$ cat src/hdl/assert_macros.svh
// Assertion macros shared by the RTL of the deque block.
// Clocked on clock, disabled while reset is high; empty when ASSERT_OFF is defined.
`ifndef ASSERT_MACROS_SVH
`define ASSERT_MACROS_SVH
`ifndef ASSERT_OFF
`define ASSERT_ALWAYS(label, expr, msg) \
   label: assert property (@(posedge clock) disable iff (reset) (expr)) else $error(msg);
`define ASSERT_IMPL(label, pre, post, msg) \
   label: assert property (@(posedge clock) disable iff (reset) (pre) |-> (post)) else $error(msg);
`define ASSERT_NEXT(label, pre, post, msg) \
   label: assert property (@(posedge clock) disable iff (reset) (pre) |=> (post)) else $error(msg);
`else
`define ASSERT_ALWAYS(label, expr, msg)
`define ASSERT_IMPL(label, pre, post, msg)
`define ASSERT_NEXT(label, pre, post, msg)
`endif
`endif

$ cat src/hdl/adq_pkg.sv
// Package for the array deque: depth, index width, operation and status codes.
// No dependencies.
`timescale 1ns / 1ps

package adq_pkg;

   localparam int DEPTH = 16;
   localparam int IDX_W = (DEPTH > 1) ? $clog2(DEPTH) : 1;
   localparam int DATA_W = 32;

   typedef enum logic [1:0] {
      KIND_PUSH_BACK  = 2'd0,
      KIND_PUSH_FRONT = 2'd1,
      KIND_POP_FRONT  = 2'd2,
      KIND_POP_BACK   = 2'd3
   } kind_type;

   typedef enum logic [1:0] {
      STATUS_OK    = 2'd0,
      STATUS_FULL  = 2'd1,
      STATUS_EMPTY = 2'd2
   } status_type;

   typedef logic [IDX_W-1:0] idx_type;

   localparam idx_type LAST_IDX = idx_type'(DEPTH - 1);

endpackage

$ cat src/hdl/adq_ram.sv
// Generic single-write, single-read RAM with registered read data.
// No dependencies.
`timescale 1ns / 1ps

module adq_ram #(
   parameter int WIDTH = 32,
   parameter int DEPTH = 16,
   localparam int AW = (DEPTH > 1) ? $clog2(DEPTH) : 1
) (
   input  logic             clock,
   input  logic             wr_en,
   input  logic [AW-1:0]    wr_addr,
   input  logic [WIDTH-1:0] wr_data,
   input  logic             rd_en,
   input  logic [AW-1:0]    rd_addr,
   output logic [WIDTH-1:0] rd_data
);

   logic [WIDTH-1:0] mem [DEPTH];

   always_ff @(posedge clock) begin
      if (wr_en) begin
         mem[wr_addr] <= wr_data;
      end
      if (rd_en) begin
         rd_data <= mem[rd_addr];
      end
   end

endmodule

$ cat src/hdl/array_double_ended_queue.sv
// Array deque: push/pop at either end of a linear, non-wrapping slot array.
// Response: pushes and refused pops show their word in the cycle after accept,
// successful pops pass the slot RAM read register and then the output register.
// Throughput: 1 word per cycle while rsp_ready is high, except a successful pop
// holds req_ready low in ST_READ while the RAM read port returns the slot.
// Reset (synchronous): queue empty, indices zero; slot contents are kept.
`timescale 1ns / 1ps

module array_double_ended_queue (
   input  logic                          clock,
   input  logic                          reset,
   input  logic                          req_valid,
   output logic                          req_ready,
   input  logic [1:0]                    req_kind,
   input  logic signed [adq_pkg::DATA_W-1:0] req_push_value,
   output logic                          rsp_valid,
   input  logic                          rsp_ready,
   output logic signed [adq_pkg::DATA_W-1:0] rsp_pop_value,
   output logic [1:0]                    rsp_status
);

   import adq_pkg::*;

   typedef enum logic [1:0] {
      ST_IDLE = 2'b01,
      ST_READ = 2'b10
   } state_type;

   state_type   state_ff, state_in;
   idx_type     head_ff, head_in;
   idx_type     tail_ff, tail_in;
   logic        is_empty_ff, is_empty_in;
   logic        rsp_valid_ff, rsp_valid_in;
   logic [DATA_W-1:0] pop_value_ff, pop_value_in;
   status_type  status_ff, status_in;

   logic        accept;
   logic        pop_ok;
   status_type  op_status;
   logic        wr_en;
   idx_type     wr_addr;
   logic        rd_en;
   idx_type     rd_addr;
   logic [DATA_W-1:0] rd_data;
   kind_type    kind;

   assign kind      = kind_type'(req_kind);
   assign req_ready = (state_ff == ST_IDLE) && (!rsp_valid_ff || rsp_ready);
   assign accept    = req_valid && req_ready;

   // decode the request against the current indices
   always_comb begin
      head_in     = head_ff;
      tail_in     = tail_ff;
      is_empty_in = is_empty_ff;
      wr_en       = 1'b0;
      wr_addr     = '0;
      rd_en       = 1'b0;
      rd_addr     = head_ff;
      pop_ok      = 1'b0;
      op_status   = STATUS_OK;
      if (accept) begin
         unique case (kind)
            KIND_PUSH_BACK: begin
               if (is_empty_ff) begin
                  wr_en       = 1'b1;
                  head_in     = '0;
                  tail_in     = '0;
                  is_empty_in = 1'b0;
               end else if (tail_ff == LAST_IDX) begin
                  op_status = STATUS_FULL;
               end else begin
                  tail_in = tail_ff + idx_type'(1);
                  wr_en   = 1'b1;
                  wr_addr = tail_ff + idx_type'(1);
               end
            end
            KIND_PUSH_FRONT: begin
               if (is_empty_ff) begin
                  wr_en       = 1'b1;
                  head_in     = '0;
                  tail_in     = '0;
                  is_empty_in = 1'b0;
               end else if (head_ff == '0) begin
                  op_status = STATUS_FULL;
               end else begin
                  head_in = head_ff - idx_type'(1);
                  wr_en   = 1'b1;
                  wr_addr = head_ff - idx_type'(1);
               end
            end
            KIND_POP_FRONT: begin
               if (is_empty_ff) begin
                  op_status = STATUS_EMPTY;
               end else begin
                  pop_ok  = 1'b1;
                  rd_en   = 1'b1;
                  rd_addr = head_ff;
                  if (head_ff == tail_ff) begin
                     is_empty_in = 1'b1;
                     head_in     = '0;
                     tail_in     = '0;
                  end else begin
                     head_in = head_ff + idx_type'(1);
                  end
               end
            end
            KIND_POP_BACK: begin
               if (is_empty_ff) begin
                  op_status = STATUS_EMPTY;
               end else begin
                  pop_ok  = 1'b1;
                  rd_en   = 1'b1;
                  rd_addr = tail_ff;
                  if (head_ff == tail_ff) begin
                     is_empty_in = 1'b1;
                     head_in     = '0;
                     tail_in     = '0;
                  end else begin
                     tail_in = tail_ff - idx_type'(1);
                  end
               end
            end
         endcase
      end
   end

   // sequencer and output word register
   always_comb begin
      state_in     = state_ff;
      rsp_valid_in = rsp_valid_ff;
      pop_value_in = pop_value_ff;
      status_in    = status_ff;
      unique case (state_ff)
         ST_IDLE: begin
            if (accept && pop_ok) begin
               state_in = ST_READ;
            end
         end
         ST_READ: begin
            state_in = ST_IDLE;
         end
         default: begin
            state_in = ST_IDLE;
         end
      endcase
      priority if (state_ff == ST_READ) begin
         // slot data is back from the RAM
         rsp_valid_in = 1'b1;
         pop_value_in = rd_data;
         status_in    = STATUS_OK;
      end else if (accept && !pop_ok) begin
         rsp_valid_in = 1'b1;
         pop_value_in = '0;
         status_in    = op_status;
      end else if (rsp_ready) begin
         rsp_valid_in = 1'b0;
      end
   end

   always_ff @(posedge clock) begin
      if (reset) begin
         state_ff     <= ST_IDLE;
         head_ff      <= '0;
         tail_ff      <= '0;
         is_empty_ff  <= 1'b1;
         rsp_valid_ff <= 1'b0;
      end else begin
         state_ff     <= state_in;
         head_ff      <= head_in;
         tail_ff      <= tail_in;
         is_empty_ff  <= is_empty_in;
         rsp_valid_ff <= rsp_valid_in;
      end
      pop_value_ff <= pop_value_in;
      status_ff    <= status_in;
   end

   adq_ram #(
      .WIDTH (DATA_W),
      .DEPTH (DEPTH)
   ) u_slots (
      .clock   (clock),
      .wr_en   (wr_en),
      .wr_addr (wr_addr),
      .wr_data ($unsigned(req_push_value)),
      .rd_en   (rd_en),
      .rd_addr (rd_addr),
      .rd_data (rd_data)
   );

   assign rsp_valid     = rsp_valid_ff;
   assign rsp_pop_value = $signed(pop_value_ff);
   assign rsp_status    = status_ff;

`include "assert_macros.svh"

   `ASSERT_IMPL(a_empty_idx_zero, is_empty_ff, (head_ff == '0) && (tail_ff == '0), "empty queue with nonzero index")
   `ASSERT_IMPL(a_head_le_tail, !is_empty_ff, head_ff <= tail_ff, "head past tail")
   `ASSERT_IMPL(a_no_accept_in_read, state_ff == ST_READ, !req_ready, "request taken during slot read")
   `ASSERT_NEXT(a_read_fills_out, state_ff == ST_READ, rsp_valid_ff && (status_ff == STATUS_OK), "pop word not loaded after read")
   `ASSERT_IMPL(a_no_wr_on_pop, rd_en, !wr_en, "slot read and write on one request")

endmodule
$ cat config.mk
export PLATFORM = sky130hd
export DESIGN_NAME = array_double_ended_queue
export DESIGN_NICKNAME = d
export VERILOG_FILES = /design/src/hdl/adq_pkg.sv /design/src/hdl/adq_ram.sv /design/src/hdl/array_double_ended_queue.sv
export VERILOG_INCLUDE_DIRS = /design/src /design/src/hdl
export SDC_FILE = /design/constraint.sdc
export NUM_CORES = 1
export LEC_CHECK = 0
export BUFFER_PORTS_ARGS = -buffer_cell sky130_fd_sc_hd__buf_2
export CAP_MARGIN = 20
export CORE_UTILIZATION = 50
export DETAILED_ROUTE_END_ITERATION = 7
export PLACE_DENSITY = 0.69
export RECOVER_POWER = 100
export SYNTH_ARGS = -nofsm -noshare
export SYNTH_HDL_FRONTEND = slang
export SYNTH_HIERARCHICAL = 1
export SYNTH_SLANG_ARGS = --single-unit
$ cat constraint.sdc
create_clock -name clock -period 4.45 [get_ports clock]
set_input_delay 0.445 -clock clock [delete_from_list [all_inputs] [get_ports clock]]
set_output_delay 0.445 -clock clock [all_outputs]
set_load 0.1 [all_outputs]
# Word level (Yosys, flattened, before mapping)

Memories as Yosys holds them, arrays and structs flattened. A register that Yosys moved wholly into a read port is not among the register bits.
Index checks and enable logic that the tools add are counted.

Equal/unequal tests: 15
Add/subtract/negate cells: 4
Reductions and logical operators: 16
Bitwise logic cells: 1
Multiplexer cells: 48

Operator list:

| operator              | count |
|---|---|
| $mux W4               | 19 |
| $mux W32              | 2 |
| $pmux W4 S4           | 2 |
| $mux W1               | 19 |
| $ne A2 B2 Y1 const B  | 6 |
| $reduce_and A6 Y1     | 2 |
| $add A4 B1 Y4 const B | 2 |
| $pmux W4 S2           | 1 |
| $sub A4 B1 Y4 const B | 2 |
| $eq A2 B2 Y1 const B  | 3 |
| $ne A3 B3 Y1 const B  | 2 |
| $pmux W2 S3           | 1 |
| $reduce_or A2 Y1      | 3 |
| $eq A2 B1 Y1 const B  | 2 |
| $eq A4 B4 Y1          | 1 |
| $eq A4 B4 Y1 const B  | 1 |
| $logic_and A1 B1 Y1   | 4 |
| $logic_not A4 Y1      | 1 |
| $mux W2               | 2 |
| $pmux W1 S2           | 2 |
| $reduce_bool A3 Y1    | 1 |
| $logic_not A1 Y1      | 2 |
| $logic_not A2 Y1      | 1 |
| $reduce_bool A2 Y1    | 1 |
| other kinds (2)       | 2 |

Memory bits (writable): 512
Output and inout bits: 36
Bits of input ports: 38
Memories: 1
Flip-flop bits (word level): 46

Memory list:

| memory      | depth | bits a word | rd ports | clocked after Yosys merged registers in | wr ports | RTL line      | source |
|---|---|---|---|---|---|---|---|
| u_slots.mem | 16    | 32          | 1        | 1                                       | 1        | adq_ram.sv:19 | `logic [WIDTH-1:0] mem [DEPTH];` |

# Longest topological paths before layout

Depth after elaboration: 9
Gate-level depth with buffers: 10
Depth with buffers taken out: 8

# By module

The synthesis kept the hierarchy.

By module, submodules not included:

| module                   | area an instance (sq um) | times used | seq. area each (sq um) | cells each |
|---|---|---|---|---|
| adq_ram                  | 20155.6                  | 1          | 16335.7                | 838 |
| array_double_ended_queue | 2508.7                   | 1          | 1241.2                 | 217 |

# Least setup slack after synthesis

OpenSTA, ideal clock, no wires.

Path type: register to register
Start point: register rsp_valid_ff, in the netlist rsp_valid
End point: memory u_slots.mem[0][0], enable pin
Stages on the path, launching flop included: 7
Data required time: 3.989 ns
Slack: -0.467 ns
Arrival: 4.456 ns
Setup time: 0.461 ns
Cell sequence: dfxtp_1 nand2b_1 nand3_1 o21bai_1 nor2_1 or3b_2 nor3_1

Elaborated cells on any way between the ends: 8
Those cells by class: 4 x mux; 4 x reduce/logical

RTL lines:

| element                | RTL line                        | source |
|---|---|---|
| from (decl)            | array_double_ended_queue.sv:33  | `logic rsp_valid_ff, rsp_valid_in;` |
| from (signal assigned) | array_double_ended_queue.sv:173 | `rsp_valid_ff <= rsp_valid_in;` |
| $logic_not A1 Y1       | array_double_ended_queue.sv:48  | `assign req_ready = (state_ff == ST_IDLE) && (!rsp_valid_ff \|\| rsp_ready);` |
| $logic_or A1 B1 Y1     | array_double_ended_queue.sv:48  |  |
| $logic_and A1 B1 Y1    | array_double_ended_queue.sv:48  |  |
| $logic_and A1 B1 Y1    | array_double_ended_queue.sv:49  | `assign accept = req_valid && req_ready;` |
| $mux W4                | array_double_ended_queue.sv:62  | `if (accept) begin` |
| via wr_addr[2]         | array_double_ended_queue.sv:41  | `idx_type wr_addr;` |
| to (decl)              | adq_ram.sv:19                   |  |

The timed path passes the listed nets, and every way through them passes these cells.

# Worst setup path in the final report

Start point: register head_ff[0]
End point: memory u_slots.mem[14][14], enable pin

Elaborated cells on any way between the ends: 12
Those cells by class: 1 x add/sub; 10 x mux; 1 x reduce/logical

RTL lines:

| element                                           | RTL line                                                       | source |
|---|---|---|
| from (decl)                                       | array_double_ended_queue.sv:30                                 | `idx_type head_ff, head_in;` |
| from (signal assigned)                            | array_double_ended_queue.sv:170                                | `head_ff <= head_in;` |
| $sub A4 B1 Y4 or $logic_not A4 Y1 (tied branches) | array_double_ended_queue.sv:89, array_double_ended_queue.sv:84 |  |
| $mux W4 *                                         | array_double_ended_queue.sv:84                                 | `end else if (head_ff == '0) begin` |
| $mux W4 *                                         | array_double_ended_queue.sv:79                                 | `if (is_empty_ff) begin` |
| $pmux W4 S2 *                                     | array_double_ended_queue.sv:63                                 | `unique case (kind)` |
| $mux W4 *                                         | array_double_ended_queue.sv:62                                 |  |
| via wr_addr[1]                                    | array_double_ended_queue.sv:41                                 |  |

Mark *: on every way through the listed nets, which the timed path passes. The rest lies on a longest branch.

==> flow_results.xml <==
<?xml version="1.0" encoding="UTF-8"?>
<metrics>
  <group name="synth">
    <metric name="synth_top_family_by_area" unit="">multiplexers</metric>
    <metric name="area_fraction_of_the_dominant_cell_type_after_synthesis" unit="%">76.3</metric>
    <metric name="synth-edff-count" unit="">576</metric>
    <metric name="warnings_from_yosys" unit="">6</metric>
    <metric name="share_of_synthesized_area_occupied_by_flip_flops_and_latches" unit="%">77.6</metric>
    <metric name="ys_seq_elements" unit="">590</metric>
    <metric name="synth_compound_gate_area_share" unit="%">3.66</metric>
    <metric name="synth-simple-area-share" unit="%">3.10</metric>
    <metric name="yosys.cell_types.count" unit="">52</metric>
    <metric name="syn_area_cell" unit="um2">21.5</metric>
    <metric name="yosys.area_share.adder" unit="%">0.442</metric>
    <metric name="yosys.area_share.xor_xnor" unit="%">0.800</metric>
    <metric name="post-synth-top-area-cell" unit="">edfxtp_1</metric>
    <metric name="postSynthCellCount" unit="">1055</metric>
    <metric name="main_flop_type_after_synthesis" unit="">edfxtp_1</metric>
    <metric name="netlist_top_cells_area" unit="">edfxtp_1, mux4_2, a22oi_1, dfxtp_1, and2_1</metric>
    <metric name="async_flop_share" unit="%">0</metric>
    <metric name="muxShareOfSynthArea" unit="%">13.0</metric>
    <metric name="synthesis.nets" unit="">1101</metric>
    <metric name="synth_area" unit="mm2">0.0227</metric>
  </group>
  <group name="floorplan">
    <metric name="placement_rows" unit="">77</metric>
    <metric name="fp.dieH" unit="um">215</metric>
    <metric name="die_area" unit="mm2">0.0462</metric>
    <metric name="starting_utilization_of_the_core_area" unit="%">50.9</metric>
    <metric name="pin_count" unit="">74</metric>
    <metric name="chipWidth" unit="um">215</metric>
    <metric name="area_of_the_core" unit="mm2">0.0445</metric>
  </group>
  <group name="clock_tree">
    <metric name="postCtsSetupRepairBufs" unit="">0</metric>
    <metric name="cts_tree" unit="">built</metric>
    <metric name="cts_max_path_buffers" unit="">3</metric>
    <metric name="postCtsResizedCells" unit="">0</metric>
    <metric name="num_cts_buffers" unit="">57</metric>
    <metric name="cts_hold_repair.buffers" unit="">0</metric>
    <metric name="clock_sinks" unit="">590</metric>
    <metric name="cts.reportedPaths.clkPinSlew" unit="ns">0.06</metric>
    <metric name="clockRootBuffer" unit="">clkbuf_16</metric>
    <metric name="number_of_h_tree_levels" unit="">2</metric>
    <metric name="insertion_delay" unit="ns">0.61</metric>
  </group>
  <group name="route">
    <metric name="drt_pass1_iterations" unit="">4</metric>
    <metric name="dr.first_iter.drc_count" unit="">1037</metric>
    <metric name="via_per_inst" unit="">6.02</metric>
    <metric name="wl_per_cell" unit="um">26.5</metric>
    <metric name="drtAntennaViolNets" unit="">0</metric>
    <metric name="detail_route.wirelength" unit="mm">47.9</metric>
    <metric name="route.vias.total" unit="">10900</metric>
    <metric name="detail_route.drc_violations" unit="">0</metric>
  </group>
  <group name="place">
    <metric name="place.detailed.hpwl" unit="mm">24.9</metric>
    <metric name="globalplace.congestion" unit="">0.791</metric>
    <metric name="dp.cells" unit="">1704</metric>
    <metric name="place.port_buffers" unit="">73</metric>
  </group>
  <group name="sta">
    <metric name="timing.final.max_slew_violations" unit="">93</metric>
    <metric name="worstMarginPinSlew" unit="ns">2.39</metric>
    <metric name="timing.clock.skew" unit="ns">0.0195</metric>
    <metric name="clock.fmax" unit="MHz">264</metric>
    <metric name="hold_violations" unit="">0</metric>
    <metric name="tns" unit="ns">0</metric>
    <metric name="rsz0062_at_grt" unit="">false</metric>
    <metric name="fin_crit_sh" unit="%">85.2</metric>
    <metric name="post-route-min-period" unit="ns">3.79</metric>
    <metric name="max_slew_margin" unit="%">-59.1</metric>
    <metric name="setup_viol" unit="">0</metric>
  </group>
  <group name="power">
    <metric name="clock_power_share" unit="%">41.5</metric>
    <metric name="comb_power_share" unit="%">5.0</metric>
    <metric name="power_switching" unit="uW">2450</metric>
    <metric name="power_consumption" unit="uW">11600</metric>
    <metric name="leakagePower" unit="uW">0.00789</metric>
    <metric name="seqPwrFrac" unit="%">53.4</metric>
    <metric name="swShare" unit="%">21.1</metric>
    <metric name="power_per_cell_area" unit="mW/mm2">450</metric>
    <metric name="intPower" unit="uW">9150</metric>
    <metric name="max-vdd-ir-drop" unit="uV">300</metric>
  </group>
  <group name="final_layout">
    <metric name="num-nets-final" unit="">1217</metric>
    <metric name="antenna_cells_inserted" unit="">0</metric>
    <metric name="syn2layout_area_growth" unit="%">13.6</metric>
    <metric name="layoutNonFillerInstCount" unit="">1809</metric>
    <metric name="layout-drive-gt1-share" unit="%">22.2</metric>
  </group>
  <group name="grt">
    <metric name="gr-total-overflow" unit="">0</metric>
    <metric name="grt_max_degree" unit="">39</metric>
    <metric name="grtUsageTotal" unit="%">21.1</metric>
    <metric name="grt_pass1_vias" unit="">11000</metric>
    <metric name="antenna_found_initial" unit="">2</metric>
    <metric name="grt_first_pass_wirelength" unit="mm">71.0</metric>
  </group>
  <group name="status">
    <metric name="outcome" unit="">finished with violations</metric>
    <metric name="failing_checks" unit="">capacitance limit, slew limit</metric>
  </group>
  <group name="min_path">
    <metric name="hp-class" unit="">primary input to flop</metric>
  </group>
  <group name="critical_path">
    <metric name="setup.worst_path.end_class" unit="">flop</metric>
    <metric name="worst_ep_required_time" unit="ns">4.67</metric>
    <metric name="critical_path.max_fanout" unit="">23</metric>
    <metric name="worst_setup_path_start_kind" unit="">flop</metric>
    <metric name="worstPathArrival" unit="ns">4.01</metric>
    <metric name="setup.worst_path.class" unit="">flop to flop</metric>
  </group>
  <group name="run">
    <metric name="maxCapViolCount" unit="">3</metric>
  </group>
</metrics>
==> cells in the mapped netlist, types with 4 or more instances <==
library cell,n
nor3_1,7
a31oi_1,4
and2_1,34
edfxtp_1,576
xor2_1,6
buf_4,13
nand2b_1,6
dfxtp_1,14
nand2_1,36
o21ai_0,4
nand3_1,10
nand4_1,4
nor2b_1,6
buf_2,9
ha_1,8
mux4_2,128
a22oi_1,68
buf_1,11
clkbuf_1,20
inv_1,11
nor2_1,21
mux2i_1,4
a21oi_1,6
xnor2_1,6
==> layout by cell type, fill, tap and decap left out, drive strengths merged, types with 19 or more instances in the layout <==
cell    count
a22oi      68
and2       34
buf        27
clkbuf    160
clkinv     19
edfxtp    576
mux4      128
nand2      36
nor2       21
==> flip-flops by register name (all words and copies together) (netlist names) <==
name             cells
head_ff              4
is_empty_ff          1
rsp_pop_value       32
rsp_status           2
rsp_valid            1
state_ff             2
tail_ff              4
u_slots/mem        512
u_slots/rd_data     32
==> cells by family (layout without fill, tap and decap cells) <==
family / after synthesis / in the layout
buffers and inverters: 67 / 229
xor gates and xnor gates: 16 / 16
DFF: 590 / 590
muxes: 134 / 134
adders and majority gates: 8 / 8
and+or+nand+nor: 135 / 135
AOI/OAI and AO/OA: 105 / 105
==> final cells by class <==
type	count	area [um2]
fill	3257	18800
sequential	590	17600
multi-input combinational	398	4850
clock buffer	74	1490
tap	592	741
timing repair buffer	113	689
clock inverter	31	368
inverter	11	41.3
==> metrics by stage <==
step                hold slack (ns)  worst slack [ns]  util [%]  instance area, um2
finish                        0.171             0.658      57.9               25800
floorplan                     0.497             0.404         -               22700
CTS                           0.134              1.06      58.4               26000
global placement              0.445             0.954      54.3               24200
detailed placement            0.457             0.935      54.3               24200
global route                  0.195             0.445      57.9               25800
==> worst max-delay path: stages, from the launching register on <==
cell and delay (ns):
dfxtp_1 0.60, inv_1 0.17, ha_1 0.29, a21oi_1 0.28
o21ai_0 0.16, a21oi_1 0.17, buf_4 0.18, nand2b_1 0.22
nor2_4 0.43, clkbuf_2 0.88
==> worst paths after layout <==
path                 start                  end  slack, ns  cells past startpoint
max             head_ff[0]  u_slots/mem[14][14]       0.66                      9
min reg2reg  rsp_status[1]        rsp_status[1]       0.47                      2
max reg2reg     head_ff[0]  u_slots/mem[14][14]       0.66                      9
min              req_valid          is_empty_ff       0.17                      3
==> layer usage <==
metal	vias up	routed length, um	global-route usage, %	part of all wire, %
met4	2	849	5.52	1.8
met5	-	12	0	0.025
met3	68	3380	3.58	7.1
met2	399	23300	33.5	49
met1	5801	20300	30.6	42
li1	4626	-	-	-
==> power groups by stage <==
stage | Combinational, uW | Clock [uW] | Sequential, uW
after floorplan | 278 | 0 | 6440
after global placement | 593 | 0 | 6300
after detailed placement | 606 | 0 | 6310
after CTS | 607 | 4900 | 6190
after global routing | 625 | 5110 | 6200
final | 583 | 4820 | 6190
No activity file was read; power rests on OpenSTA's default activity.
